**src/sv/chme_ram.sv**
```systemverilog
module chme_ram #(
  parameter int WIDTH = 8,
  parameter int DEPTH = 16,
  localparam int AW   = (DEPTH > 1) ? $clog2(DEPTH) : 1
) (
  input  logic             clk_i,
  input  logic             we_i,
  input  logic [AW-1:0]    waddr_i,
  input  logic [WIDTH-1:0] wdata_i,
  input  logic [AW-1:0]    raddr_i,
  output logic [WIDTH-1:0] rdata_o
);
  logic [WIDTH-1:0] mem_q [DEPTH];
  logic [WIDTH-1:0] rdata_q;

  always_ff @(posedge clk_i) begin
    if (we_i) begin
      mem_q[waddr_i] <= wdata_i;
    end
    rdata_q <= mem_q[raddr_i];
  end

  assign rdata_o = rdata_q;
endmodule

```
**config.mk**
```make
export PLATFORM = sky130hd
export DESIGN_NAME = chme_ram
export DESIGN_NICKNAME = d
export VERILOG_FILES = /design/src/sv/chme_ram.sv
export SDC_FILE = /design/constraint.sdc
export NUM_CORES = 1
export LEC_CHECK = 0
export BUFFER_PORTS_ARGS = -buffer_cell sky130_fd_sc_hd__buf_2
export CAP_MARGIN = 20
export CORE_MARGIN = 1.5
export CORE_UTILIZATION = 53
export CTS_CLUSTER_SIZE = 8
export DETAILED_ROUTE_END_ITERATION = 16
export PLACE_DENSITY = 0.75
export SYNTH_ARGS = -nofsm -noshare
export SYNTH_HDL_FRONTEND = slang
export SYNTH_SLANG_ARGS = --single-unit
```
**constraint.sdc**
```tcl
create_clock -name clk_i -period 4.9 [get_ports clk_i]
set_clock_uncertainty 0.05 [all_clocks]
set_input_delay 0.245 -clock clk_i [delete_from_list [all_inputs] [get_ports clk_i]]
set_output_delay 0.245 -clock clk_i [all_outputs]
set_load 0.01 [all_outputs]
```
**After elaboration in Yosys (flattened, before gate mapping)**

Memory sizes are Yosys's and may differ from the RTL's. A register that Yosys moved wholly into a read port is not among the register bits.
Cells that the tools add are included.

- Bits in registers: 0
- Memory bits (writable): 128
- Input port bits: 18
- Output and inout bits: 8
- Word-level logic and storage cells: 3
- Memories: 1

Memory list:

| memory | words | bits a word | rd ports | clocked after memory_dff | wr ports | line | source |
|---|---|---|---|---|---|---|---|
| mem_q | 16 | 8 | 1 | 1 | 1 | 13 | `logic [WIDTH-1:0] mem_q [DEPTH];` |

- Multiplexer cells: 2

Operators with widths:

| kind | count |
|---|---|
| $mux 1 | 2 |

**Logic depth before layout (Yosys ltp)**

- Depth after elaboration: 2
- Depth in mapped cells: 5
- Gate-level depth less buffers: 3

**Worst setup path after synthesis**

No wires, ideal clock.

- Path kind: input -> register
- From: in waddr_i[2]
- To: mem mem_q[0][0], enable pin
- Setup time: 0.383 ns
- Arrival: 1.355 ns
- Data required time: 4.467 ns
- Path slack: 3.112 ns
- Cell stages on the path: 2
- Path buffers: 0
- Cell sequence: or3b_2 -> nor3_1

RTL lines:

| item | line | source |
|---|---|---|
| start: declaration | 8 | `input logic [AW-1:0] waddr_i,` |
| end: declaration | 13 |  |

Straight into the memory's write port.

==> results.yml <==
status:
  outcome: "finished clean"
clock_tree:
  clk_pin_slew_ps: 60
  clk_latency_ps: 510
  cts_buffers: 17
  cts_tree: "done"
  clockRootBuffer: "clkbuf_8"
  cts_hold_buf: 0
  post_cts_resized: 0
  cts_max_level: 4
  cts.path.max_buffers: 2
  post_cts_buffers: 0
  clkSinkCount: 136
die:
  core_um2: 9330
  dieHeight_um: 102
  dieWidth_um: 102
  rows: 35
  start_util_pct: 55.2
  die_area_um2: 10300
  io_pins: 26
synth:
  avgSynthCellArea_um2: 22.5
  synth_mux_area_share_pct: 15.0
  synth_top_family_by_area: "multiplexers"
  synth_cells: 229
  ys_warn_count: 0
  synth-simple-area-share_pct: 3.18
  synth-seq-cells: 136
  synth_fa_ha_area_share_pct: 0
  synthXorXnorAreaFrac_pct: 0
  synth.distinct_cells: 19
  netlist_area_um2: 5150
  syn_nets: 247
  synth_compound_area_share_pct: 2.33
  yosysSeqAreaShare_pct: 77.8
setup_path:
  cp_max_fo: 32
  slowest_stage: "buf_2"
  cp_top_family: "buffers and inverters"
  crit_buf_inv: 1
  required_ps: 5240
  path_class: "input pin to flip-flop"
  path_cells: "buf_2 -> mux4_1 -> a22oi_1 -> nand2_1"
  cp-start-kind: "input pin"
  max_stage_delay_ps: 770
  end_kind: "flip-flop"
  critPathArrivalTime_ps: 2080
  r2r_slack_ps: 3460
finish:
  area_delta_synth_final_pct: 15.6
  layout-drive-gt1-share_pct: 27.3
  n_antenna_cell: 0
  seq_area_um2: 4000
  fillCellCount: 606
  multi_input_comb_area_um2: 1070
  fin_cells: 407
  final_nets: 283
grt:
  antenna_found_initial: 0
  track_usage_pct: 21.2
  grt_pass1_vias: 2470
  grt_max_degree: 33
  overflow: 0
  grt_pass1_wl_um: 14800
detailed_routing:
  wl_per_cell_um: 23.7
  vias: 2405
  routed_wirelength_um: 9640
  postRouteAntennaNets: 0
  via_per_inst: 5.91
  drtPass1Iterations: 5
  route.detailed.drc: 0
  drt_iter0_markers: 299
power:
  irDropWorstVdd_mv: 0.276
  power.total_mw: 2.67
  p_leak_nw: 1.99
  powerDensity_nw_per_um2: 448
timing:
  fmax_ghz: 0.575
  drv_slew: 0
  fin_crit_ps: 1740
  hold_viol: 0
  final.setup.tns_ps: 0
  setup-violations-final: 0
  relSlewSlack_pct: 31.1
  rsz0062_at_grt: "no"
  min_period_over_period_pct: 35.5
  worstMarginPinSlew_ps: 1030
placed_design:
  placedCellCount: 375
  hpwlAfterDp_um: 5670
  globalplace.congestion: 0.804
  port_buffers: 25
worst_hold_path:
  hold_path_class: "input pin to flip-flop"
flow_run:
  drv_cap: 0
[area by class of cell]
type                            instances  area share [%]
Clock buffer                           23            7.67
Timing Repair Buffer                   27            2.31
Multi-Input combinational cell         83            17.9
Tap cell                              129            2.71
Sequential cell                       136            67.3
Clock inverter                          9            2.10
[stage by stage]
stage | hold slack (ps) | util [%] | setup WS [ps] | instance area, um^2
detailed placement | 587 | 57.6 | 2590 | 5370
global placement | 576 | 57.5 | 2590 | 5370
finish | 62.8 | 63.8 | 3160 | 5950
CTS | 48.7 | 63.8 | 3120 | 5950
floorplan | 294 | - | 3110 | 5150
global route | 54.0 | 63.8 | 3040 | 5950
[layer usage]
layer / share of wire [%] / vias up / track usage (%)
met5: 0 / - / 0
met4: 0.59 / 0 / 6.30
met3: 7.8 / 6 / 6.28
met2: 49 / 97 / 31.4
met1: 43 / 1252 / 31.1
li1: - / 1050 / -
[logic make-up after synthesis]
family / after synthesis
AOI/OAI and AO/OA: 16
buffers and inverters: 10
DFF: 136
and+or+nand+nor: 35
muxes: 32
[sequential cells by signal, summed over array words and instances, names as in the netlist]
register  flops
mem_q       128
rdata_o       8
[Yosys cell counts]
master,count,share of area [%]
nor3_1,4,0.39
nor2_1,13,0.95
nand3_1,1,0.097
edfxtp_1,128,75
and2b_1,1,0.15
nand3b_1,2,0.29
and2_1,1,0.12
nand2b_1,2,0.24
buf_6,3,0.66
mux4_2,18,7.9
nand2_1,9,0.66
nor2b_1,1,0.12
buf_2,3,0.29
buf_4,1,0.15
or3b_2,1,0.17
dfxtp_1,8,3.1
mux4_1,14,7.1
clkdlybuf4s25_2,3,0.58
a22oi_1,16,2.3
[path summary, 6_finish.rpt]
path | start | endpoint | depth (start not counted)
worst min-delay path | wdata_i[1] | mem_q[4][1] | 1
worst min register to register | mem_q[14][5] | rdata_o[5] | 3
worst max-delay path | raddr_i[0] | rdata_o[3] | 4
worst max register to register | mem_q[0][5] | rdata_o[5] | 3
[report_power, final]
group	switching, mW	leakage [nW]	internal, mW
clock	0.444	0.282	0.798
sequential	0.00832	1.22	1.30
combinational	0.0690	0.483	0.0465
total	0.521	1.99	2.15
[cells in the final DEF (no fill, tap or decap)]
cell type / instances
a22oi_1: 16
and2_1: 1
and2b_1: 1
buf_2: 26
buf_4: 1
bufinv_16: 3
clkbuf_1: 4
clkbuf_16: 16
clkbuf_8: 3
clkinv_2: 4
clkinvlp_4: 2
dfxtp_1: 8
edfxtp_1: 128
mux4_1: 14
mux4_2: 18
nand2_1: 9
nand2b_1: 2
nand3_1: 1
nand3b_1: 2
nor2_1: 13
nor2b_1: 1
nor3_1: 2
nor3_2: 2
or3b_2: 1
No activity file was read; power rests on OpenSTA's default activity.
